$ cat src/rtl/core/height_to_color_ramp_assert.svh
// assertion macros for the color ramp block
// expect signals named clk and rst_n in the including module
`ifndef HEIGHT_TO_COLOR_RAMP_ASSERT_SVH
`define HEIGHT_TO_COLOR_RAMP_ASSERT_SVH

// condition holds in the same cycle
`define HTCR_ASSERT_SAME(lbl, pre, post, msg) \
  lbl: assert property (@(posedge clk) disable iff (!rst_n) (pre) |-> (post)) \
    else $error(msg);

// condition holds in the following cycle
`define HTCR_ASSERT_NEXT(lbl, pre, post, msg) \
  lbl: assert property (@(posedge clk) disable iff (!rst_n) (pre) |=> (post)) \
    else $error(msg);

`endif

$ cat src/rtl/core/htcr_pkg.sv
// shared types and constants for the height to color ramp block
// no dependencies
`default_nettype none

package htcr_pkg;

  localparam int DEFAULT_MAX_POINTS = 32;

  localparam int HEIGHT_W = 16;
  localparam int CHAN_W   = 8;
  localparam int COLOR_W  = 3 * CHAN_W;
  localparam int ACC_W    = COLOR_W;
  localparam int CFG_IDX_W = 1;

  localparam logic [1:0] OP_START   = 2'd0;
  localparam logic [1:0] OP_APPEND  = 2'd1;
  localparam logic [1:0] OP_CONVERT = 2'd2;

  localparam logic [1:0] STATUS_IN_RANGE = 2'd0;
  localparam logic [1:0] STATUS_BELOW    = 2'd1;
  localparam logic [1:0] STATUS_EMPTY    = 2'd2;

  localparam logic [CFG_IDX_W-1:0] CFG_RANGE_MIN = 1'b0;
  localparam logic [CFG_IDX_W-1:0] CFG_RANGE_MAX = 1'b1;

  typedef enum logic [1:0] {
    ALU_NOP      = 2'd0,
    ALU_MUL_LOAD = 2'd1,
    ALU_MUL_ACC  = 2'd2,
    ALU_DIV_STEP = 2'd3
  } alu_op_t;

  typedef struct packed {
    alu_op_t             op;
    logic [CHAN_W-1:0]   coef;
    logic [HEIGHT_W-1:0] mul;
    logic [HEIGHT_W-1:0] divisor;
  } alu_req_t;

endpackage

`default_nettype wire

$ cat src/rtl/core/height_to_color_ramp.sv
// piecewise-linear height to color ramp over a loaded breakpoint table
// depends on htcr_pkg, htcr_alu and height_to_color_ramp_assert.svh
//
//  channel  dir  handshake          payload
//  in       in   in_valid/in_stall  opcode, bp_height, bp_red, bp_green, bp_blue
//  out      out  out_valid/out_stall red, green, blue, status
//  cfg      in   cfg_wr_en          cfg_index, cfg_wdata
//
// a convert scans table entries (one per cycle, one memory read port) and, when
// interpolating, runs per channel two multiply-accumulates, eight divide steps and
// a store, all on the one shared unit.
// reset is synchronous; the table needs no clearing, only the count is reset.
// a pending result in the output register does not block loads.
`default_nettype none
`include "height_to_color_ramp_assert.svh"

module height_to_color_ramp #(
  parameter int MAX_POINTS = htcr_pkg::DEFAULT_MAX_POINTS
) (
  input  wire logic                              clk,
  input  wire logic                              rst_n,
  input  wire logic                              in_valid,
  output logic                                   in_stall,
  input  wire logic [1:0]                        in_opcode,
  input  wire logic signed [htcr_pkg::HEIGHT_W-1:0] in_bp_height,
  input  wire logic [htcr_pkg::CHAN_W-1:0]       in_bp_red,
  input  wire logic [htcr_pkg::CHAN_W-1:0]       in_bp_green,
  input  wire logic [htcr_pkg::CHAN_W-1:0]       in_bp_blue,
  output logic                                   out_valid,
  input  wire logic                              out_stall,
  output logic [htcr_pkg::CHAN_W-1:0]            out_red,
  output logic [htcr_pkg::CHAN_W-1:0]            out_green,
  output logic [htcr_pkg::CHAN_W-1:0]            out_blue,
  output logic [1:0]                             out_status,
  input  wire logic                              cfg_wr_en,
  input  wire logic [htcr_pkg::CFG_IDX_W-1:0]    cfg_index,
  input  wire logic [htcr_pkg::HEIGHT_W-1:0]     cfg_wdata
);
  import htcr_pkg::*;

  localparam int IDX_W   = (MAX_POINTS > 1) ? $clog2(MAX_POINTS) : 1;
  localparam int CNT_W   = $clog2(MAX_POINTS + 1);
  localparam int ENTRY_W = HEIGHT_W + COLOR_W;

  typedef enum logic [6:0] {
    ST_IDLE   = 7'b0000001,
    ST_SEARCH = 7'b0000010,
    ST_MUL0   = 7'b0000100,
    ST_MUL1   = 7'b0001000,
    ST_DIV    = 7'b0010000,
    ST_STORE  = 7'b0100000,
    ST_DONE   = 7'b1000000
  } state_t;

  function automatic logic [CHAN_W-1:0] chan_sel(input logic [COLOR_W-1:0] c,
                                                 input logic [1:0] ch);
    logic [CHAN_W-1:0] v;
    v = '0;
    unique case (ch)
      2'd0:    v = c[3*CHAN_W-1:2*CHAN_W];
      2'd1:    v = c[2*CHAN_W-1:CHAN_W];
      2'd2:    v = c[CHAN_W-1:0];
      default: v = '0;
    endcase
    return v;
  endfunction

  // configuration
  logic signed [HEIGHT_W-1:0] range_min_r, range_max_r;

  // table
  logic [ENTRY_W-1:0] mem [MAX_POINTS];
  logic [ENTRY_W-1:0] mem_q_r;
  logic               wr_en;
  logic [IDX_W-1:0]   wr_addr;
  logic [IDX_W-1:0]   rd_addr;
  logic [ENTRY_W-1:0] wr_data;

  // control and datapath registers
  state_t                     state_r, state_nxt;
  logic [CNT_W-1:0]           count_r, count_nxt;
  logic signed [HEIGHT_W-1:0] last_h_r, last_h_nxt;
  logic signed [HEIGHT_W-1:0] hq_r, hq_nxt;
  logic [IDX_W-1:0]           cur_idx_r, cur_idx_nxt;
  logic signed [HEIGHT_W-1:0] hi1_r, hi1_nxt;
  logic [COLOR_W-1:0]         c0_r, c0_nxt;
  logic [COLOR_W-1:0]         c1_r, c1_nxt;
  logic [HEIGHT_W-1:0]        span_r, span_nxt;
  logic [HEIGHT_W-1:0]        d_r, d_nxt;
  logic [HEIGHT_W-1:0]        sd_r, sd_nxt;
  logic [1:0]                 ch_r, ch_nxt;
  logic [2:0]                 step_r, step_nxt;
  logic [COLOR_W-1:0]         res_rgb_r, res_rgb_nxt;
  logic [1:0]                 res_status_r, res_status_nxt;
  logic                       out_valid_r, out_valid_nxt;
  logic [COLOR_W-1:0]         out_rgb_r, out_rgb_nxt;
  logic [1:0]                 out_status_r, out_status_nxt;

  alu_req_t           alu_req;
  logic [ACC_W-1:0]   alu_acc;

  logic                       in_xfer;
  logic                       out_free;
  logic [CNT_W-1:0]           last_cnt;
  logic                       is_top;
  logic signed [HEIGHT_W-1:0] eff_h;
  logic signed [HEIGHT_W-1:0] mem_h;
  logic [COLOR_W-1:0]         mem_c;
  logic [HEIGHT_W:0]          span17;
  logic [HEIGHT_W:0]          d17;
  logic [COLOR_W-1:0]         in_color;

  htcr_alu u_alu (
    .clk (clk),
    .req (alu_req),
    .acc (alu_acc)
  );

  assign in_stall = (state_r != ST_IDLE);
  assign in_xfer  = in_valid && !in_stall;
  assign out_free = !out_valid_r || !out_stall;
  assign in_color = {in_bp_red, in_bp_green, in_bp_blue};

  assign last_cnt = count_r - CNT_W'(1);
  assign is_top   = (CNT_W'(cur_idx_r) == last_cnt);
  assign mem_h    = mem_q_r[ENTRY_W-1:COLOR_W];
  assign mem_c    = mem_q_r[COLOR_W-1:0];

  // end entries take their heights from the range registers
  always_comb begin
    priority if (is_top) begin
      eff_h = range_max_r;
    end else if (cur_idx_r == '0) begin
      eff_h = range_min_r;
    end else begin
      eff_h = mem_h;
    end
  end

  assign span17 = {hi1_r[HEIGHT_W-1], hi1_r} - {eff_h[HEIGHT_W-1], eff_h};
  assign d17    = {hq_r[HEIGHT_W-1], hq_r} - {eff_h[HEIGHT_W-1], eff_h};

  // scan reads one entry ahead of the compare
  assign rd_addr = (state_r == ST_IDLE) ? last_cnt[IDX_W-1:0] : (cur_idx_r - IDX_W'(1));

  always_comb begin
    state_nxt      = state_r;
    count_nxt      = count_r;
    last_h_nxt     = last_h_r;
    hq_nxt         = hq_r;
    cur_idx_nxt    = cur_idx_r;
    hi1_nxt        = hi1_r;
    c0_nxt         = c0_r;
    c1_nxt         = c1_r;
    span_nxt       = span_r;
    d_nxt          = d_r;
    sd_nxt         = sd_r;
    ch_nxt         = ch_r;
    step_nxt       = step_r;
    res_rgb_nxt    = res_rgb_r;
    res_status_nxt = res_status_r;
    wr_en          = 1'b0;
    wr_addr        = '0;
    wr_data        = {in_bp_height, in_color};
    alu_req.op      = ALU_NOP;
    alu_req.coef    = '0;
    alu_req.mul     = '0;
    alu_req.divisor = span_r;

    unique case (state_r)
      ST_IDLE: begin
        if (in_xfer) begin
          if (in_opcode == OP_START || (in_opcode == OP_APPEND && count_r == '0)) begin
            wr_en      = 1'b1;
            wr_addr    = '0;
            count_nxt  = CNT_W'(1);
            last_h_nxt = in_bp_height;
          end else if (in_opcode == OP_APPEND) begin
            // full table and repeated height are dropped
            if (count_r < CNT_W'(MAX_POINTS) && last_h_r != in_bp_height) begin
              wr_en      = 1'b1;
              wr_addr    = count_r[IDX_W-1:0];
              count_nxt  = count_r + CNT_W'(1);
              last_h_nxt = in_bp_height;
            end
          end else if (in_opcode == OP_CONVERT) begin
            if (count_r == '0) begin
              res_rgb_nxt    = '0;
              res_status_nxt = STATUS_EMPTY;
              state_nxt      = ST_DONE;
            end else begin
              hq_nxt      = in_bp_height;
              cur_idx_nxt = last_cnt[IDX_W-1:0];
              state_nxt   = ST_SEARCH;
            end
          end
        end
      end
      ST_SEARCH: begin
        priority if (hq_r == eff_h) begin
          res_rgb_nxt    = mem_c;
          res_status_nxt = STATUS_IN_RANGE;
          state_nxt      = ST_DONE;
        end else if (hq_r > eff_h) begin
          res_status_nxt = STATUS_IN_RANGE;
          if (is_top) begin
            // above the top breakpoint
            res_rgb_nxt = mem_c;
            state_nxt   = ST_DONE;
          end else begin
            span_nxt  = span17[HEIGHT_W-1:0];
            d_nxt     = d17[HEIGHT_W-1:0];
            sd_nxt    = span17[HEIGHT_W-1:0] - d17[HEIGHT_W-1:0];
            c0_nxt    = mem_c;
            ch_nxt    = 2'd0;
            state_nxt = ST_MUL0;
          end
        end else if (cur_idx_r == '0) begin
          res_rgb_nxt    = '0;
          res_status_nxt = STATUS_BELOW;
          state_nxt      = ST_DONE;
        end else begin
          hi1_nxt     = eff_h;
          c1_nxt      = mem_c;
          cur_idx_nxt = cur_idx_r - IDX_W'(1);
        end
      end
      ST_MUL0: begin
        alu_req.op   = ALU_MUL_LOAD;
        alu_req.coef = chan_sel(c0_r, ch_r);
        alu_req.mul  = sd_r;
        state_nxt    = ST_MUL1;
      end
      ST_MUL1: begin
        alu_req.op   = ALU_MUL_ACC;
        alu_req.coef = chan_sel(c1_r, ch_r);
        alu_req.mul  = d_r;
        step_nxt     = '0;
        state_nxt    = ST_DIV;
      end
      ST_DIV: begin
        alu_req.op = ALU_DIV_STEP;
        step_nxt   = step_r + 3'd1;
        if (step_r == 3'd7) begin
          state_nxt = ST_STORE;
        end
      end
      ST_STORE: begin
        unique case (ch_r)
          2'd0:    res_rgb_nxt[3*CHAN_W-1:2*CHAN_W] = alu_acc[CHAN_W-1:0];
          2'd1:    res_rgb_nxt[2*CHAN_W-1:CHAN_W]   = alu_acc[CHAN_W-1:0];
          2'd2:    res_rgb_nxt[CHAN_W-1:0]          = alu_acc[CHAN_W-1:0];
          default: res_rgb_nxt = res_rgb_r;
        endcase
        if (ch_r == 2'd2) begin
          state_nxt = ST_DONE;
        end else begin
          ch_nxt    = ch_r + 2'd1;
          state_nxt = ST_MUL0;
        end
      end
      ST_DONE: begin
        if (out_free) begin
          state_nxt = ST_IDLE;
        end
      end
      default: state_nxt = ST_IDLE;
    endcase
  end

  // output register
  always_comb begin
    out_valid_nxt  = out_valid_r && out_stall;
    out_rgb_nxt    = out_rgb_r;
    out_status_nxt = out_status_r;
    if (state_r == ST_DONE && out_free) begin
      out_valid_nxt  = 1'b1;
      out_rgb_nxt    = res_rgb_r;
      out_status_nxt = res_status_r;
    end
  end

  always_ff @(posedge clk) begin
    if (!rst_n) begin
      state_r     <= ST_IDLE;
      count_r     <= '0;
      out_valid_r <= 1'b0;
      range_min_r <= '0;
      range_max_r <= HEIGHT_W'(255);
    end else begin
      state_r     <= state_nxt;
      count_r     <= count_nxt;
      out_valid_r <= out_valid_nxt;
      if (cfg_wr_en) begin
        unique case (cfg_index)
          CFG_RANGE_MIN: range_min_r <= cfg_wdata;
          CFG_RANGE_MAX: range_max_r <= cfg_wdata;
          default: ;
        endcase
      end
    end
  end

  always_ff @(posedge clk) begin
    last_h_r     <= last_h_nxt;
    hq_r         <= hq_nxt;
    cur_idx_r    <= cur_idx_nxt;
    hi1_r        <= hi1_nxt;
    c0_r         <= c0_nxt;
    c1_r         <= c1_nxt;
    span_r       <= span_nxt;
    d_r          <= d_nxt;
    sd_r         <= sd_nxt;
    ch_r         <= ch_nxt;
    step_r       <= step_nxt;
    res_rgb_r    <= res_rgb_nxt;
    res_status_r <= res_status_nxt;
    out_rgb_r    <= out_rgb_nxt;
    out_status_r <= out_status_nxt;
  end

  always_ff @(posedge clk) begin
    if (wr_en) begin
      mem[wr_addr] <= wr_data;
    end
    mem_q_r <= mem[rd_addr];
  end

  assign out_valid  = out_valid_r;
  assign out_red    = out_rgb_r[3*CHAN_W-1:2*CHAN_W];
  assign out_green  = out_rgb_r[2*CHAN_W-1:CHAN_W];
  assign out_blue   = out_rgb_r[CHAN_W-1:0];
  assign out_status = out_status_r;

  `HTCR_ASSERT_SAME(a_div_nonzero, state_r == ST_DIV, span_r != '0,
                    "divide step with zero span")
  `HTCR_ASSERT_SAME(a_inside_segment, state_r == ST_MUL0, d_r != '0 && d_r < span_r,
                    "interpolation point outside its segment")
  `HTCR_ASSERT_NEXT(a_start_count, in_xfer && in_opcode == OP_START, count_r == CNT_W'(1),
                    "new table did not leave one breakpoint")
  `HTCR_ASSERT_NEXT(a_result_out, state_r == ST_DONE && out_free,
                    out_valid_r && state_r == ST_IDLE,
                    "finished result not moved to the output register")

endmodule

`default_nettype wire

$ cat src/rtl/core/htcr_alu.sv
// shared multiply-accumulate and restoring divide-step unit
// depends on htcr_pkg
`default_nettype none

module htcr_alu (
  input  wire logic                    clk,
  input  wire htcr_pkg::alu_req_t      req,
  output logic [htcr_pkg::ACC_W-1:0]   acc
);
  import htcr_pkg::*;

  logic [ACC_W-1:0]    acc_r;
  logic [ACC_W-1:0]    acc_nxt;
  logic [ACC_W-1:0]    prod;
  logic [HEIGHT_W:0]   trial;
  logic [HEIGHT_W:0]   diff;
  logic                qbit;
  logic [HEIGHT_W-1:0] rem;

  assign prod = ACC_W'({{(ACC_W-CHAN_W){1'b0}}, req.coef} *
                       {{(ACC_W-HEIGHT_W){1'b0}}, req.mul});

  // partial remainder sits in the upper bits, quotient shifts in at the bottom
  assign trial = {acc_r[ACC_W-1:CHAN_W], acc_r[CHAN_W-1]};
  assign diff  = trial - {1'b0, req.divisor};
  assign qbit  = (trial >= {1'b0, req.divisor});
  assign rem   = qbit ? diff[HEIGHT_W-1:0] : trial[HEIGHT_W-1:0];

  always_comb begin
    unique case (req.op)
      ALU_NOP:      acc_nxt = acc_r;
      ALU_MUL_LOAD: acc_nxt = prod;
      ALU_MUL_ACC:  acc_nxt = acc_r + prod;
      ALU_DIV_STEP: acc_nxt = {rem, acc_r[CHAN_W-2:0], qbit};
      default:      acc_nxt = acc_r;
    endcase
  end

  always_ff @(posedge clk) begin
    acc_r <= acc_nxt;
  end

  assign acc = acc_r;

endmodule

`default_nettype wire
$ cat config.mk
export PLATFORM = sky130hd
export DESIGN_NAME = height_to_color_ramp
export DESIGN_NICKNAME = d
export VERILOG_FILES = /design/src/rtl/core/htcr_pkg.sv /design/src/rtl/core/height_to_color_ramp.sv /design/src/rtl/core/htcr_alu.sv
export VERILOG_INCLUDE_DIRS = /design/src /design/src/rtl/core
export SDC_FILE = /design/constraint.sdc
export NUM_CORES = 2
export LEC_CHECK = 0
export ABC_AREA = 1
export BUFFER_PORTS_ARGS = -buffer_cell sky130_fd_sc_hd__buf_4
export CAP_MARGIN = 40
export CORE_MARGIN = 4
export CORE_UTILIZATION = 45
export CTS_CLUSTER_DIAMETER = 120
export DETAILED_ROUTE_END_ITERATION = 12
export GPL_TIMING_DRIVEN = 1
export PLACE_DENSITY = 0.69
export SLEW_MARGIN = 20
export SYNTH_ARGS = -nofsm -noshare
export SYNTH_HDL_FRONTEND = slang
export SYNTH_HIERARCHICAL = 1
export SYNTH_SLANG_ARGS = --single-unit
$ cat constraint.sdc
create_clock -name clk -period 7.8 [get_ports clk]
set_input_delay 0.39 -clock clk [delete_from_list [all_inputs] [get_ports clk]]
set_output_delay 0.39 -clock clk [all_outputs]
set_load 0.005 [all_outputs]
# After elaboration in Yosys (flattened, before gate mapping)
# Memories as Yosys holds them, arrays and structs flattened. A register that Yosys moved wholly into a read port is not among the register bits.
# Index checks and enable logic that the tools add are counted.
# W data, S select, Z words.
# totals
ff_bits	276
latch_bits	0
mem_bits_rw	1280
romBits	0
in_bits	64
output_inout_bits	28
word_cells	196
memories	1
# memory_table
memory	depth	word_bits	rd	rd_ports_with_merged_regs	wr	line	text
mem	32	40	1	1	1	height_to_color_ramp.sv:72	logic [ENTRY_W-1:0] mem [MAX_POINTS];
# op_classes
addsub	10
multipliers	1
n_div	0
magnitude_cmp	3
eq_ne	38
shift	0
n_mux	78
n_bitwise	8
n_reduce_logical	34
# op_table
operator	count
$mux W24	9
$pmux W24 S3	2
$mux W16	6
$mux W7	12
$mux W5	14
$sub A16 B16 Y16	4
$pmux W7 S7	1
$pmux W24 S2	1
$pmux W8 S3	2
$reduce_and A9 Y1	4
$ne A2 B2 Y1 const B	13
$add A24 B24 Y24	1
$mul A8 B16 Y24	1
$mux W2	12
$mux W8	3
$mux W6	3
$ge A17 B16 Y1	1
$eq A16 B16 Y1	1
$gt A16 B16 Y1	1
$ne A16 B16 Y1	1
$reduce_and A7 Y1	2
$reduce_and A4 Y1	3
$pmux W5 S2	1
$reduce_bool A2 Y1	5
35 further kinds	69

# Longest topological paths before layout
# logic_depth
ltp_word	9
mapped_depth	41
ltp_nobuf	37

# Modules after synthesis
# The synthesis kept the hierarchy.
# modules_own_cells
module	instances	cells_each	area_per_inst_um2
height_to_color_ramp	1	4911	63240.7
htcr_alu	1	1206	7947.6

# Least setup slack after synthesis
# OpenSTA, ideal clock, no wires.
# synth_timing
path_kind	register to register
startpoint	reg state_r[6]
endpoint	reg u_alu.acc_r[18] (netlist: u_alu/acc[18]) (data pin)
arrival_time_ns	7.143
t_required_ns	7.541
setup_slack_ns	0.397
path_stages_with_launch	34
n_path_buf	3
synth_period_minus_slack_ns	7.403
cell_sequence	dfxtp_1 nor3_2 inv_2 nor4_1 inv_1 or2_2 clkbuf_1 o21ai_0 clkbuf_1 clkbuf_1 nand2_1 fa_1 fa_1 inv_1 fa_1 inv_1 fa_1 inv_1 ha_1 nand2_1 inv_1 a21oi_1 o21ai_0 a21oi_1 nand2_1 and2_1 ha_1 a21o_1 o21bai_1 a21oi_1 nand3_1 or2_2 nand3_1 nand3_1
# synth_rtl
element	line	text
start: declaration	height_to_color_ramp.sv:80	state_t state_r, state_nxt;
start signal: assignment	height_to_color_ramp.sv:291	state_r <= state_nxt;
end signal: assignment	htcr_alu.sv:40	acc_r <= acc_nxt;
end: declaration	htcr_alu.sv:12	logic [ACC_W-1:0] acc_r;

==> results.json <==
{
  "syn_inst": 6117,
  "syn_nets": 6397,
  "vias_per_cell": 5.84,
  "ctsRootBufferMaster": "clkbuf_16",
  "maxCapViolations": 0,
  "synth_seq_cells": 1596,
  "die_w_um": 406,
  "instances_no_fill": 8408,
  "yosysMostFrequentCell": "edfxtp_1",
  "r2r_cells": 32,
  "syn2layout_area_growth_pct": 13.6,
  "setup_tns_ns": 0,
  "setup_violations": 0,
  "synth-edff-count": 1510,
  "drc": 0,
  "fin_ws_ns": 0.520,
  "port_buffers": 91,
  "track_usage_pct": 23.4,
  "path_max_fanout": 10,
  "cp_top_family": "adder cells",
  "switching_power_uw": 14500,
  "min_path_cells": 1,
  "outcome": "completed",
  "final.setup_skew_ns": 0.0291,
  "power_density_nw_per_um2": 410,
  "start_util_pct": 45.4,
  "clkSinkCount": 1596,
  "grt_max_degree": 173,
  "antenna_found_initial": 10,
  "gp_congestion": 0.872,
  "drt-total-wl_mm": 196,
  "synth_area_per_cell_um2": 11.6,
  "yosysTopAreaCellShare_pct": 63.7,
  "max_clock_freq_ghz": 0.137,
  "max_slew.worst_pin.slew_ns": 0.916,
  "crit_type": "flop to flop",
  "synthDistinctLibCells": 63,
  "cts.reportedPaths.clkPinSlew_ns": 0.06,
  "hpwl_mm": 116,
  "clock_latency_ns": 0.82,
  "io_pins": 92,
  "overflow": 0,
  "internal_power_uw": 18700,
  "synthTopCellsByCount": "1510 x edfxtp_1, 895 x nor2_1, 810 x o21ai_0, 627 x nand2_1, 439 x inv_1",
  "synth_area_leaders": "edfxtp_1 64%, o21ai_0 5.7%, nor2_1 4.7%",
  "drt_first_pass_iters": 5,
  "ys_warn_count": 6,
  "postRouteAntennaNets": 0,
  "max-slew-margin-rel_pct": 38.6,
  "p_comb_share_pct": 45.8,
  "utilization_pct": 51.6,
  "synthesis.area_um2": 71200,
  "placementRows": 145,
  "period_share_pct": 93.3,
  "hold_path_class": "input port to flop",
  "power_frac_clock_pct": 23.2,
  "slew_violations": 0,
  "grt_pass1_vias": 47800,
  "p_leak_uw": 0.0292,
  "cpPeakStageDelay_ns": 0.51,
  "cts_made_buffers": 165,
  "yosysSeqAreaShare_pct": 66.1,
  "fin_nets": 6499,
  "cp.required_ns": 8.36,
  "cts.path.max_buffers": 3,
  "pwr-share-seq_pct": 31.0,
  "synth_top_area_cell": "edfxtp_1",
  "critPathCaptureType": "flop",
  "timing.critical_path.buf_inv": 8,
  "postLayoutCellArea_um2": 80900,
  "place_ws_ns": 0.320,
  "ir_drop_v": 0.000477,
  "wl_per_cell_um": 23.3,
  "dp_cells": 8033,
  "cts-htree-levels": 4,
  "grt_setup_unrepaired": "false",
  "drive_gt1_share_pct": 9.74,
  "period_minus_slack_ns": 7.28,
  "fp.coreArea_um2": 157000,
  "synthArstFlopShare_pct": 0,
  "synth-main-ff-cell": "edfxtp_1",
  "switching_share_pct": 43.6,
  "startpoint_type": "flop",
  "cp.arrival_ns": 7.84,
  "grt_pass1_wl_mm": 293,
  "dieArea_um2": 165000,
  "die_h_um": 406,
  "cts_tree": "built",
  "drtIter0Drc": 5252,
  "num_vias": 49100,
  "crit_cells": 32,
  "critPathSlowestCell": "fa_1",
  "place_area_um2": 74700,
  "timing_hold_violations_final": 0,
  "cpMostUsedCell": "inv_1"
}
per-stage QoR:
step           total power [uW]  hold WS [ns]
2_1_floorplan             20100         0.400
3_3_place_gp              24900         0.404
3_5_place_dp              25300         0.405
4_1_cts                   33000       0.00595
5_1_grt                   35000        0.0310
6_report                  33200        0.0574
path summary, 6_finish.rpt:
check,start,slack [ns],endpoint
setup / recovery,state_r[6],0.52,u_alu/acc[18]
hold reg to reg,res_status_r[0],0.41,out_status[0]
hold / removal,in_bp_height[5],0.06,mem[15][29]
setup reg to reg,state_r[6],0.52,u_alu/acc[18]
final cells by class:
type,instances,area [um^2]
multi-input cells,3721,21400
inverters,458,1740
diodes,3,7.51
clock buffers,214,4430
clock inverters,81,837
well taps,2058,2570
fillers,13200,75900
flip-flops and latches,1596,47100
repair buffers,277,2800
logic make-up (layout without fill, tap and decap cells):
| family | count (synthesis) | in the layout | share of synthesized area (%) |
|---|---|---|---|
| adder cells (fa/ha/maj) | 216 | 216 | 4.71 |
| flip-flops | 1596 | 1596 | 66.1 |
| buffers and inverters | 800 | 1030 | 4.32 |
| AO/OA/AOI/OAI | 1456 | 1456 | 12.2 |
| XOR/XNOR | 69 | 69 | 0.849 |
| AND/OR/NAND/NOR | 1980 | 1980 | 11.8 |
| other | 0 | 3 | 0 |
layout by cell type, fill, tap and decap left out, types with 9 or more instances in the layout:
cell,instances
bufinv_16,10
buf_4,169
edfxtp_1,1510
nand2_2,50
nor3_1,21
o21bai_1,13
fa_1,87
clkinv_2,24
dfxtp_1,86
ha_1,129
nand4_1,26
o21ai_0,801
a31oi_1,47
nand3_1,267
o211ai_1,49
clkbuf_1,41
xor2_1,41
clkbuf_16,168
and2_1,9
o221ai_1,231
nor2_1,862
o21ai_1,31
dlygate4sd3_1,70
xnor2_1,28
o22ai_1,90
or2_2,20
nand3_2,15
inv_2,13
nor2_4,35
buf_16,13
buf_12,22
a21oi_1,131
nand2_1,627
a22o_1,24
inv_1,438
clkinv_1,26
power by group through the flow:
stage | clock network [uW] | registers, uW | logic [uW]
floorplan | 0 | 10300 | 9770
global placement | 0 | 10500 | 14400
detailed placement | 0 | 10500 | 14800
CTS | 7790 | 10300 | 14900
global route | 8150 | 10300 | 16500
finish | 7700 | 10300 | 15200
state kept, by name, summed over array words and instances (netlist names), 24 cells and up:
| name | cells |
|---|---|
| res_rgb_r | 24 |
| mem_q_r | 40 |
| out_rgb_r | 24 |
| u_alu/acc | 24 |
| c1_r | 24 |
| mem | 1280 |
| c0_r | 24 |
routing by layer:
metal | share of wire [%] | vias to the layer above | GRT usage, % | routed length [um]
met2 | 47 | 2227 | 38.2 | 92800
met1 | 40 | 24200 | 31.2 | 78400
met5 | 0.024 | - | 0 | 46
li1 | - | 22200 | - | -
met4 | 4.2 | 6 | 9.60 | 8200
met3 | 8.3 | 443 | 4.02 | 16300
what timing repair did:
item | CTS | global route
endpoints found under the hold margin | 1089 | 0
setup buffers | 0 | 0
hold buffers | 70 | 0
gates resized for setup | 0 | 5
setup endpoints to repair | 0 | 12
No activity file was read; power rests on OpenSTA's default activity.
